<file path="src/rtl/hlbc_pkg.sv">
package hlbc_pkg;

    localparam logic [1:0] FN_GET     = 2'd0;
    localparam logic [1:0] FN_RELEASE = 2'd1;
    localparam logic [1:0] FN_PIN     = 2'd2;
    localparam logic [1:0] FN_UNPIN   = 2'd3;

    localparam logic [1:0] ST_OK     = 2'd0;
    localparam logic [1:0] ST_NOFREE = 2'd1;
    localparam logic [1:0] ST_COUNT  = 2'd2;

    localparam logic [7:0] COUNT_MAX = 8'd255;

    // per-slot tag and reference count as kept in the tag memory
    typedef struct packed {
        logic [7:0]  dev;
        logic [31:0] blk;
        logic [7:0]  cnt;
    } t_tag;

    localparam int TAG_W = $bits(t_tag);

    typedef struct packed {
        logic [4:0] slot_out;
        logic       hit;
        logic       need_fill;
        logic [1:0] status;
    } t_rsp;

endpackage

</file>
<file path="src/rtl/hlbc_req_if.sv">
interface hlbc_req_if;
    logic        valid;
    logic        ready;
    logic [1:0]  func;
    logic [7:0]  device;
    logic [31:0] block_number;
    logic [4:0]  slot_in;

    modport source (output valid, func, device, block_number, slot_in, input ready);
    modport sink   (input valid, func, device, block_number, slot_in, output ready);
endinterface

</file>
<file path="src/rtl/hlbc_rsp_if.sv">
interface hlbc_rsp_if;
    logic       valid;
    logic       ready;
    logic [4:0] slot_out;
    logic       hit;
    logic       need_fill;
    logic [1:0] status;

    modport source (output valid, slot_out, hit, need_fill, status, input ready);
    modport sink   (input valid, slot_out, hit, need_fill, status, output ready);
endinterface

</file>
<file path="src/rtl/hashed_lru_buffer_cache_top.sv">
// Buffer cache tag manager. One request is taken at a time; i_req.ready is
// high only while the block is idle, and the result waits in an output
// register. Pin and unpin, like a release that leaves a nonzero count, read
// the slot's tag and update its count unless the count check fails; a slot
// out of range is answered without a tag read. A get, and a release that
// drops the count to zero, first find the bucket (from the block number or
// from the slot) by a 4-step byte-serial modulo unit; then the bucket's
// slots, at most NUM_SLOTS / NUM_BUCKETS rounded up, are walked one per
// cycle through the single read port of the tag memory. A result held by
// the sink stalls the block until the output register is free.
module hashed_lru_buffer_cache_top #(
    parameter int NUM_SLOTS   = 30,
    parameter int NUM_BUCKETS = 3
) (
    input  logic        i_clk,
    input  logic        i_rst_n,
    hlbc_req_if.sink    i_req,
    hlbc_rsp_if.source  o_rsp
);

    localparam int SLOT_W = $clog2(NUM_SLOTS);
    localparam int RANK_W = SLOT_W;
    localparam int PTR_W  = $clog2(NUM_SLOTS + NUM_BUCKETS);
    localparam int BKT_W  = (NUM_BUCKETS > 1) ? $clog2(NUM_BUCKETS) : 1;
    localparam int EXT_W  = SLOT_W + 6;
    localparam int RAM_W  = RANK_W + hlbc_pkg::TAG_W;

    typedef enum logic [6:0] {
        S_IDLE = 7'b0000001,
        S_CHK  = 7'b0000010,
        S_MOD  = 7'b0000100,
        S_SCAN = 7'b0001000,
        S_UPD  = 7'b0010000,
        S_PUT  = 7'b0100000,
        S_HOLD = 7'b1000000
    } t_state;

    t_state r_state, n_state;

    logic [1:0]        r_func;
    logic [7:0]        r_dev;
    logic [31:0]       r_blk;
    logic [4:0]        r_slot;
    logic [SLOT_W-1:0] r_sidx;

    logic [PTR_W-1:0]  r_ptr;
    logic              r_pend;
    logic [SLOT_W-1:0] r_paddr;

    logic              r_fnd;
    logic [SLOT_W-1:0] r_bidx;
    logic [RANK_W-1:0] r_brank;
    logic [7:0]        r_bcnt;
    logic              r_vfnd;
    logic [SLOT_W-1:0] r_vidx;
    logic [RANK_W-1:0] r_vrank;

    hlbc_pkg::t_tag    r_ent;
    logic [RANK_W-1:0] r_rank;
    hlbc_pkg::t_rsp    r_res;
    hlbc_pkg::t_rsp    r_out;
    logic              r_ovalid;

    logic r_touch [NUM_SLOTS];
    logic r_cval  [NUM_SLOTS];

    logic [RANK_W-1:0] w_rst_rank [NUM_SLOTS];

    logic              w_acc;
    logic              w_is_get;
    logic              w_is_rel;
    logic              w_oor;
    logic              w_ptr_in;
    logic              w_out_free;
    logic [RAM_W-1:0]  w_q;
    hlbc_pkg::t_tag    w_rd;
    logic [RANK_W-1:0] w_rd_rank;
    logic              w_match;
    logic              w_cnt_err;
    logic              w_rel_zero;

    logic              w_we;
    logic [SLOT_W-1:0] w_waddr;
    logic [RAM_W-1:0]  w_wdata;
    logic [SLOT_W-1:0] w_raddr;

    logic              w_mod_start;
    logic [31:0]       w_mod_val;
    logic              w_mod_done;
    logic [BKT_W-1:0]  w_mod_rem;

    // recency at reset: higher slot index is more recent within its bucket
    for (genvar g = 0; g < NUM_SLOTS; g++) begin : g_rst_rank
        assign w_rst_rank[g] = RANK_W'((NUM_SLOTS - g % NUM_BUCKETS + NUM_BUCKETS - 1)
                                       / NUM_BUCKETS - 1 - g / NUM_BUCKETS);
    end

    assign w_acc      = i_req.valid && (r_state == S_IDLE);
    assign w_is_get   = (r_func == hlbc_pkg::FN_GET);
    assign w_is_rel   = (r_func == hlbc_pkg::FN_RELEASE);
    assign w_oor      = (EXT_W'(i_req.slot_in) >= EXT_W'(NUM_SLOTS));
    assign w_ptr_in   = (r_ptr < PTR_W'(NUM_SLOTS));
    assign w_out_free = !r_ovalid || o_rsp.ready;

    // slots never written read back as their reset contents
    assign w_rd      = r_touch[r_paddr] ? hlbc_pkg::t_tag'(w_q[hlbc_pkg::TAG_W-1:0]) : '0;
    assign w_rd_rank = r_touch[r_paddr] ? w_q[RAM_W-1 -: RANK_W] : w_rst_rank[r_paddr];
    assign w_match   = (w_rd.dev == r_dev) && (w_rd.blk == r_blk);

    assign w_cnt_err  = (r_func == hlbc_pkg::FN_PIN) ? (w_rd.cnt == hlbc_pkg::COUNT_MAX)
                                                     : (w_rd.cnt == 8'd0);
    assign w_rel_zero = w_is_rel && (w_rd.cnt == 8'd1);

    assign w_mod_start = (w_acc && (i_req.func == hlbc_pkg::FN_GET))
                      || ((r_state == S_CHK) && w_rel_zero);
    assign w_mod_val   = (r_state == S_IDLE) ? i_req.block_number : 32'(r_slot);
    assign w_raddr     = (r_state == S_IDLE) ? SLOT_W'(i_req.slot_in) : r_ptr[SLOT_W-1:0];

    hlbc_bkt_mod #(
        .NUM_BUCKETS (NUM_BUCKETS),
        .BKT_W       (BKT_W)
    ) u_bkt_mod (
        .i_clk   (i_clk),
        .i_rst_n (i_rst_n),
        .i_start (w_mod_start),
        .i_value (w_mod_val),
        .o_done  (w_mod_done),
        .o_rem   (w_mod_rem)
    );

    hlbc_ram #(
        .WIDTH (RAM_W),
        .DEPTH (NUM_SLOTS)
    ) u_tag_ram (
        .i_clk   (i_clk),
        .i_we    (w_we),
        .i_waddr (w_waddr),
        .i_wdata (w_wdata),
        .i_raddr (w_raddr),
        .o_rdata (w_q)
    );

    // tag memory write port
    always_comb begin
        hlbc_pkg::t_tag t;
        t       = w_rd;
        w_we    = 1'b0;
        w_waddr = r_paddr;
        w_wdata = {w_rd_rank, w_rd};
        unique case (r_state)
            S_CHK: begin
                if (!w_cnt_err && !w_rel_zero) begin
                    w_we  = 1'b1;
                    t.cnt = (r_func == hlbc_pkg::FN_PIN) ? w_rd.cnt + 8'd1 : w_rd.cnt - 8'd1;
                    w_wdata = {w_rd_rank, t};
                end
            end
            S_SCAN: begin
                // release to zero: every more recent slot in the bucket ages by one
                if (w_is_rel && r_pend && (r_paddr != r_sidx) && (w_rd_rank < r_rank)) begin
                    w_we    = 1'b1;
                    w_wdata = {w_rd_rank + RANK_W'(1), w_rd};
                end
            end
            S_UPD: begin
                if (w_is_get) begin
                    t.dev = r_dev;
                    t.blk = r_blk;
                    if (r_fnd) begin
                        w_we    = (r_bcnt != hlbc_pkg::COUNT_MAX);
                        w_waddr = r_bidx;
                        t.cnt   = r_bcnt + 8'd1;
                        w_wdata = {r_brank, t};
                    end else begin
                        w_we    = r_vfnd;
                        w_waddr = r_vidx;
                        t.cnt   = 8'd1;
                        w_wdata = {r_vrank, t};
                    end
                end else begin
                    w_we    = 1'b1;
                    w_waddr = r_sidx;
                    t       = r_ent;
                    t.cnt   = 8'd0;
                    w_wdata = {RANK_W'(0), t};
                end
            end
            default: begin
            end
        endcase
    end

    always_comb begin
        n_state = r_state;
        unique case (r_state)
            S_IDLE: begin
                if (w_acc) begin
                    if (i_req.func == hlbc_pkg::FN_GET) begin
                        n_state = S_MOD;
                    end else if (w_oor) begin
                        n_state = S_PUT;
                    end else begin
                        n_state = S_CHK;
                    end
                end
            end
            S_CHK:  n_state = (!w_cnt_err && w_rel_zero) ? S_MOD : S_PUT;
            S_MOD:  n_state = w_mod_done ? S_SCAN : S_MOD;
            S_SCAN: n_state = (!r_pend && !w_ptr_in) ? S_UPD : S_SCAN;
            S_UPD:  n_state = S_PUT;
            S_PUT:  n_state = w_out_free ? S_IDLE : S_HOLD;
            S_HOLD: n_state = w_out_free ? S_IDLE : S_HOLD;
            default: n_state = S_IDLE;
        endcase
    end

    always_ff @(posedge i_clk) begin
        if (!i_rst_n) begin
            r_state  <= S_IDLE;
            r_ovalid <= 1'b0;
            r_pend   <= 1'b0;
            for (int s = 0; s < NUM_SLOTS; s++) begin
                r_touch[s] <= 1'b0;
                r_cval[s]  <= 1'b0;
            end
        end else begin
            r_state <= n_state;
            if (w_we) begin
                r_touch[w_waddr] <= 1'b1;
            end
            if (((r_state == S_PUT) || (r_state == S_HOLD)) && w_out_free) begin
                r_ovalid <= 1'b1;
            end else if (o_rsp.ready) begin
                r_ovalid <= 1'b0;
            end
            if (r_state == S_MOD) begin
                r_pend <= 1'b0;
            end else if (r_state == S_SCAN) begin
                r_pend <= w_ptr_in;
            end
            if ((r_state == S_UPD) && w_is_get && w_we) begin
                r_cval[w_waddr] <= 1'b1;
            end
        end
    end

    always_ff @(posedge i_clk) begin
        if (((r_state == S_PUT) || (r_state == S_HOLD)) && w_out_free) begin
            r_out <= r_res;
        end
        unique case (r_state)
            S_IDLE: begin
                if (w_acc) begin
                    r_func  <= i_req.func;
                    r_dev   <= i_req.device;
                    r_blk   <= i_req.block_number;
                    r_slot  <= i_req.slot_in;
                    r_sidx  <= SLOT_W'(i_req.slot_in);
                    r_paddr <= SLOT_W'(i_req.slot_in);
                    r_res   <= '{i_req.slot_in, 1'b0, 1'b0, hlbc_pkg::ST_COUNT};
                end
            end
            S_CHK: begin
                r_ent  <= w_rd;
                r_rank <= w_rd_rank;
                r_res  <= '{r_slot, 1'b0, 1'b0,
                            w_cnt_err ? hlbc_pkg::ST_COUNT : hlbc_pkg::ST_OK};
            end
            S_MOD: begin
                r_ptr  <= PTR_W'(w_mod_rem);
                r_fnd  <= 1'b0;
                r_vfnd <= 1'b0;
            end
            S_SCAN: begin
                if (w_ptr_in) begin
                    r_paddr <= r_ptr[SLOT_W-1:0];
                    r_ptr   <= r_ptr + PTR_W'(NUM_BUCKETS);
                end
                if (r_pend && w_is_get) begin
                    // most recent matching tag, least recent free slot
                    if (w_match && (!r_fnd || (w_rd_rank < r_brank))) begin
                        r_fnd   <= 1'b1;
                        r_bidx  <= r_paddr;
                        r_brank <= w_rd_rank;
                        r_bcnt  <= w_rd.cnt;
                    end
                    if ((w_rd.cnt == 8'd0) && (!r_vfnd || (w_rd_rank > r_vrank))) begin
                        r_vfnd  <= 1'b1;
                        r_vidx  <= r_paddr;
                        r_vrank <= w_rd_rank;
                    end
                end
            end
            S_UPD: begin
                if (!w_is_get) begin
                    r_res <= '{r_slot, 1'b0, 1'b0, hlbc_pkg::ST_OK};
                end else if (r_fnd) begin
                    r_res <= '{5'(r_bidx), 1'b1, !r_cval[r_bidx],
                               (r_bcnt == hlbc_pkg::COUNT_MAX) ? hlbc_pkg::ST_COUNT
                                                               : hlbc_pkg::ST_OK};
                end else if (r_vfnd) begin
                    r_res <= '{5'(r_vidx), 1'b0, 1'b1, hlbc_pkg::ST_OK};
                end else begin
                    r_res <= '{5'd0, 1'b0, 1'b0, hlbc_pkg::ST_NOFREE};
                end
            end
            default: begin
            end
        endcase
    end

    assign i_req.ready     = (r_state == S_IDLE);
    assign o_rsp.valid     = r_ovalid;
    assign o_rsp.slot_out  = r_out.slot_out;
    assign o_rsp.hit       = r_out.hit;
    assign o_rsp.need_fill = r_out.need_fill;
    assign o_rsp.status    = r_out.status;

    a_no_write_idle: assert property (@(posedge i_clk) disable iff (!i_rst_n)
        (r_state == S_IDLE) |-> !w_we)
        else $error("tag memory written while idle");

    a_scan_in_range: assert property (@(posedge i_clk) disable iff (!i_rst_n)
        ((r_state == S_SCAN) && r_pend) |-> (EXT_W'(r_paddr) < EXT_W'(NUM_SLOTS)))
        else $error("scan address past last slot");

    a_busy_after_accept: assert property (@(posedge i_clk) disable iff (!i_rst_n)
        w_acc |=> (r_state != S_IDLE))
        else $error("request accepted without leaving idle");

    a_nofree_clean: assert property (@(posedge i_clk) disable iff (!i_rst_n)
        (r_ovalid && (r_out.status == hlbc_pkg::ST_NOFREE))
            |-> (!r_out.hit && !r_out.need_fill && (r_out.slot_out == 5'd0)))
        else $error("no-free result carries slot data");

endmodule

</file>
<file path="src/rtl/hlbc_ram.sv">
module hlbc_ram #(
    parameter int WIDTH = 8,
    parameter int DEPTH = 32
) (
    input  logic                     i_clk,
    input  logic                     i_we,
    input  logic [$clog2(DEPTH)-1:0] i_waddr,
    input  logic [WIDTH-1:0]         i_wdata,
    input  logic [$clog2(DEPTH)-1:0] i_raddr,
    output logic [WIDTH-1:0]         o_rdata
);

    logic [WIDTH-1:0] r_mem [DEPTH];
    logic [WIDTH-1:0] r_rdata;

    always_ff @(posedge i_clk) begin
        if (i_we) begin
            r_mem[i_waddr] <= i_wdata;
        end
        r_rdata <= r_mem[i_raddr];
    end

    assign o_rdata = r_rdata;

endmodule

</file>
<file path="src/rtl/hlbc_bkt_mod.sv">
module hlbc_bkt_mod #(
    parameter int NUM_BUCKETS = 3,
    parameter int BKT_W       = 2
) (
    input  logic             i_clk,
    input  logic             i_rst_n,
    input  logic             i_start,
    input  logic [31:0]      i_value,
    output logic             o_done,
    output logic [BKT_W-1:0] o_rem
);

    localparam int ACC_W = BKT_W + 8;

    logic             r_busy;
    logic             r_done;
    logic [1:0]       r_cnt;
    logic [31:0]      r_val;
    logic [BKT_W-1:0] r_acc;
    logic [BKT_W-1:0] n_acc;

    // one byte per step: fold the next byte into the remainder, then
    // restoring subtraction of the bucket count shifted down from 7
    always_comb begin
        logic [ACC_W-1:0] a;
        a = {r_acc, r_val[31:24]};
        for (int k = 7; k >= 0; k--) begin
            if (a >= (ACC_W'(NUM_BUCKETS) << k)) begin
                a = a - (ACC_W'(NUM_BUCKETS) << k);
            end
        end
        n_acc = a[BKT_W-1:0];
    end

    always_ff @(posedge i_clk) begin
        if (!i_rst_n) begin
            r_busy <= 1'b0;
            r_done <= 1'b0;
            r_cnt  <= '0;
        end else if (i_start) begin
            r_busy <= 1'b1;
            r_done <= 1'b0;
            r_cnt  <= '0;
        end else if (r_busy) begin
            r_cnt <= r_cnt + 2'd1;
            if (r_cnt == 2'd3) begin
                r_busy <= 1'b0;
                r_done <= 1'b1;
            end
        end else begin
            r_done <= 1'b0;
        end
    end

    always_ff @(posedge i_clk) begin
        if (i_start) begin
            r_val <= i_value;
            r_acc <= '0;
        end else if (r_busy) begin
            r_val <= {r_val[23:0], 8'd0};
            r_acc <= n_acc;
        end
    end

    assign o_done = r_done;
    assign o_rem  = r_acc;

endmodule
</file>
<file path="src/flat_wrapper.sv">
// flat-port wrapper written by rule: the top's interface ports become plain ports
module hashed_lru_buffer_cache_top_flat 
#(
    parameter int NUM_SLOTS   = 30,
    parameter int NUM_BUCKETS = 3
)
  (i_clk, i_rst_n, i_req_valid, i_req_func, i_req_device, i_req_block_number, i_req_slot_in, i_req_ready, o_rsp_valid, o_rsp_slot_out, o_rsp_hit, o_rsp_need_fill, o_rsp_status, o_rsp_ready);
  hlbc_req_if i_req_i ();
  hlbc_rsp_if o_rsp_i ();
  input  logic i_clk;
  input  logic i_rst_n;
  input wire logic [$bits(i_req_i.valid)-1:0] i_req_valid;
  input wire logic [$bits(i_req_i.func)-1:0] i_req_func;
  input wire logic [$bits(i_req_i.device)-1:0] i_req_device;
  input wire logic [$bits(i_req_i.block_number)-1:0] i_req_block_number;
  input wire logic [$bits(i_req_i.slot_in)-1:0] i_req_slot_in;
  output wire logic [$bits(i_req_i.ready)-1:0] i_req_ready;
  output wire logic [$bits(o_rsp_i.valid)-1:0] o_rsp_valid;
  output wire logic [$bits(o_rsp_i.slot_out)-1:0] o_rsp_slot_out;
  output wire logic [$bits(o_rsp_i.hit)-1:0] o_rsp_hit;
  output wire logic [$bits(o_rsp_i.need_fill)-1:0] o_rsp_need_fill;
  output wire logic [$bits(o_rsp_i.status)-1:0] o_rsp_status;
  input wire logic [$bits(o_rsp_i.ready)-1:0] o_rsp_ready;
  assign i_req_i.valid = i_req_valid;
  assign i_req_i.func = i_req_func;
  assign i_req_i.device = i_req_device;
  assign i_req_i.block_number = i_req_block_number;
  assign i_req_i.slot_in = i_req_slot_in;
  assign i_req_ready = i_req_i.ready;
  assign o_rsp_valid = o_rsp_i.valid;
  assign o_rsp_slot_out = o_rsp_i.slot_out;
  assign o_rsp_hit = o_rsp_i.hit;
  assign o_rsp_need_fill = o_rsp_i.need_fill;
  assign o_rsp_status = o_rsp_i.status;
  assign o_rsp_i.ready = o_rsp_ready;
  hashed_lru_buffer_cache_top #(.NUM_SLOTS(NUM_SLOTS), .NUM_BUCKETS(NUM_BUCKETS)) u_core (.i_clk(i_clk), .i_rst_n(i_rst_n), .i_req(i_req_i), .o_rsp(o_rsp_i));
endmodule
</file>
<file path="config.mk">
export PLATFORM = sky130hd
export DESIGN_NAME = hashed_lru_buffer_cache_top_flat
export DESIGN_NICKNAME = d
export VERILOG_FILES = /design/src/rtl/hlbc_pkg.sv /design/src/rtl/hlbc_req_if.sv /design/src/rtl/hlbc_rsp_if.sv /design/src/rtl/hashed_lru_buffer_cache_top.sv /design/src/rtl/hlbc_ram.sv /design/src/rtl/hlbc_bkt_mod.sv /design/src/flat_wrapper.sv
export SDC_FILE = /design/constraint.sdc
export NUM_CORES = 2
export LEC_CHECK = 0
export BUFFER_PORTS_ARGS = -buffer_cell sky130_fd_sc_hd__buf_2
export CORE_MARGIN = 4
export CORE_UTILIZATION = 35
export CTS_CLUSTER_SIZE = 24
export DETAILED_ROUTE_END_ITERATION = 10
export GPL_ROUTABILITY_DRIVEN = 0
export SYNTH_ARGS = -nofsm -noshare
export SYNTH_HDL_FRONTEND = slang
export SYNTH_SLANG_ARGS = --single-unit
</file>
<file path="constraint.sdc">
create_clock -name i_clk -period 18.1 [get_ports i_clk]
set_clock_uncertainty 0.1 [all_clocks]
set_input_delay 0.905 -clock i_clk [delete_from_list [all_inputs] [get_ports i_clk]]
set_output_delay 0.905 -clock i_clk [all_outputs]
set_load 0.01 [all_outputs]
</file>
==> summary.md <==
| Metric | Value |
|---|---|
| Outcome | `complete, no violations` |
| DRT Pass-1 Iters | `8` |
| Max-Cap Viols | `0` |
| CTS Buf Count | `193` |
| Pin count of the biggest net entering global routing | `119` |
| Synthesized area | `76000 µm²` |
| Top cell by count, worst path | `ha_1` |
| Slew Limit Fails | `0` |
| EDFF count, synth | `1773` |
| Detailed Place HPWL | `112 mm` |
| Nets@finish | `4378` |
| CP Launch Type | `flip-flop` |
| Nature of the critical path endpoint | `flip-flop` |
| Hold_ws | `0.154 ns` |
| FF-to-FF Start | `u_core.u_bkt_mod.o_rem[1]$_SDFFE_PN0P_` |
| Worst Max-Slew Pin Slew | `1.31 ns` |
| Mean post-synth cell area | `18.4 µm²` |
| IR drop worst, VDD | `0.000110 V` |
| Normalized max-slew margin | `0.127` |
| Post-CTS Repair Setup Buffers | `0` |
| First-pass GRT wire length | `282 mm` |
| Slowest CP cell | `nor3_1` |
| CTS resizes | `0` |
| Port bufs | `61` |
| DR vias/cell | `5.39` |
| Clock Path Buffers | `3` |
| CP peak stage delay | `0.72 ns` |
| Yosys top cell area share | `0.700` |
| Post-layout util | `0.403` |
| Yosys warns | `0` |
| H-tree depth | `4` |
| Commonest non-fill, non-tap cells in the layout | `edfxtp_1 (1773), mux4_2 (444), nand2_1 (435)` |
| Die height | `474 µm` |
| Worst R2R End | `u_core.u_bkt_mod.o_rem[1]$_SDFFE_PN0P_` |
| DRT iter0 DRCs | `4031` |
| Asr flop ratio synth | `0` |
| Starting Density | `0.353` |
| Wire per inst | `26.4 µm` |
| Vias in the first global route | `40200` |
| CP required | `18.71 ns` |
| Final setup fails | `0` |
| Post-Route WL | `193 mm` |
| Top cells by area, synth | `edfxtp_1 (70%), mux4_2 (13%), dfxtp_1 (3.7%)` |
| Share of layout cells above drive strength 1 | `0.239` |
| Post-Syn Nets | `4207` |
| Area growth syn-to-layout | `14.2%` |
| Commonest non-fill, non-tap cell in the layout | `edfxtp_1` |
| DRC Markers | `0` |
| Period utilization | `0.475` |
| Reg2Reg Setup Slack | `9.50 ns` |
| RSZ-0062 raised after global routing | `false` |
| Std-Cell Rows | `170` |
| Post-synthesis register bit count | `1915` |
| CTS root buffer | `clkbuf_16` |
| Die area | `225000 µm²` |
| Setup crit start | `u_core.u_bkt_mod.o_rem[1]$_SDFFE_PN0P_` |
| F_max | `116 MHz` |
| Worst Setup EP | `u_core.u_bkt_mod.o_rem[1]$_SDFFE_PN0P_` |
| Stages on the worst setup path | `29` |
| Critical path type | `reg -> reg` |
| Leak Pwr | `24.5 nW` |
| Chip width | `474 µm` |
| Synth Instances | `4128` |
| P per Cell Area | `120 nW/µm²` |
| DR vias | `39400` |
| CP arrival | `9.20 ns` |
| Hold Crit Class | `in -> reg` |
| Min Tclk post-route | `8.60 ns` |
| Initial antenna violation count | `6` |
| Worst path buffer plus inverter count | `0` |
| Delay-heaviest family, CP | `simple AND/OR/NAND/NOR gates` |
| Power consumption | `10.4 mW` |
| Yosys cell types | `93` |
| Ports | `62` |
| Grt total ovfl | `0` |
| Total global-route track usage | `0.170` |
| CTS tree | `built` |
| Reg2Reg Depth | `29` |
| Top_reg_cell synth | `edfxtp_1` |
| Clock Sinks | `1915` |
| Skew-Pair Late Insertion Delay | `0.84 ns` |
| Setup TNS | `0 ns` |
| Final hold violations | `0` |
| Cts hold-fix bufs | `0` |
| CTS clock-pin slew for the worst setup and hold paths | `0.07 ns` |
| Core area | `215000 µm²` |
| ANT nets after route | `0` |
| Area leader, netlist | `edfxtp_1` |
| Register area share after synthesis | `0.738` |
| Max FO, Critical Path | `15` |
## flip-flops by register name, indices dropped and copies added (netlist names), 6 cells and up, named ones only
name,flops
u_core.r_cval,32
u_core.r_blk,32
u_core.u_bkt_mod.r_val,32
u_core.r_ent,40
u_core.r_bcnt,8
u_core.r_state,7
u_core.u_tag_ram.o_rdata,53
u_core.r_ptr,6
u_core.r_res,9
u_core.r_touch,32
u_core.r_dev,8
u_core.u_tag_ram.r_mem,1590
## final cells by class
type | count | area (µm²)
fill | 19100 | 129000
sequential | 1915 | 56100
multi-input combinational | 1962 | 19400
clock buffer | 263 | 5310
tap | 2838 | 3550
timing repair buffer | 183 | 1270
clock inverter | 102 | 1070
inverter | 44 | 166
antenna | 1 | 2.50
## power by group
part           switching [mW]  internal, mW  total (mW)
Sequential             0.0501          4.85        4.90
Clock                    1.69          2.31        4.00
Combinational           0.974         0.550        1.52
## worst min path at each step
stage / startpoint / end / cells after the start
3_3_place_gp: u_core.r_res[0]$_DFFE_PP_ / u_core.o_rsp.status[0]$_DFFE_PP_ / 0
2_1_floorplan: u_core.r_touch[30]$_DFF_P_ / u_core.r_touch[30]$_DFF_P_ / 1
3_5_place_dp: u_core.r_res[3]$_DFFE_PP_ / u_core.o_rsp.hit$_DFFE_PP_ / 0
5_1_grt: i_req_device[7] / u_core.r_dev[7]$_DFFE_PP_ / 1
6_report: i_req_device[4] / u_core.r_dev[4]$_DFFE_PP_ / 1
4_1_cts: i_req_device[4] / u_core.r_dev[4]$_DFFE_PP_ / 1
## cells in the mapped netlist (4+ instances only)
master / number
nand4_1: 25
inv_1: 43
nand2b_1: 6
a22o_1: 25
o22ai_1: 5
mux2i_1: 65
a31oi_1: 4
o21ai_0: 161
or3_1: 10
nor3_1: 20
and2_1: 52
buf_1: 59
mux2_2: 69
a21oi_1: 103
or4_1: 4
nor2_1: 151
nand2_1: 436
nor4_1: 12
clkbuf_1: 147
mux4_2: 444
o211ai_1: 4
o221ai_1: 6
a21o_1: 7
xnor2_1: 61
edfxtp_1: 1773
ha_1: 28
a22oi_1: 9
nand3b_1: 6
nor3b_1: 5
nand3_1: 84
nor2b_1: 13
o21ai_1: 6
xor2_1: 12
o21a_1: 34
dfxtp_1: 142
a211oi_1: 7
and3_1: 9
or2_2: 6
## routing by layer
layer  track usage  up-vias  wire length [µm]
met5             0        -                20
met4        0.0564        2              6270
met3        0.0320      280             11700
met2         0.274     1300             92500
met1         0.234    21000             82400
li1              -    16900                 -
## stage by stage
step                      setup slack (ns)  std cells  instance area [µm²]
after floorplan                      10.59       4128                76000
after global placement                9.86       6940                80500
after detailed placement              9.64       6940                80500
after CTS                             9.63       7305                86800
after global routing                  8.85       7307                86900
final                                 9.50       7308                86900
## kinds of logic (layout without fill, tap and decap cells)
family | count (synthesis) | in the layout | synth area share
fa+ha+maj | 28 | 28 | 0.00461
mux | 580 | 580 | 0.151
flops | 1915 | 1915 | 0.738
xor+xnor | 75 | 75 | 0.00884
simple gates | 860 | 860 | 0.0506
other cells | 0 | 1 | 0
buf+inv | 251 | 592 | 0.0124
compound gates | 419 | 419 | 0.0354
Power figures use the tool's default switching activity.
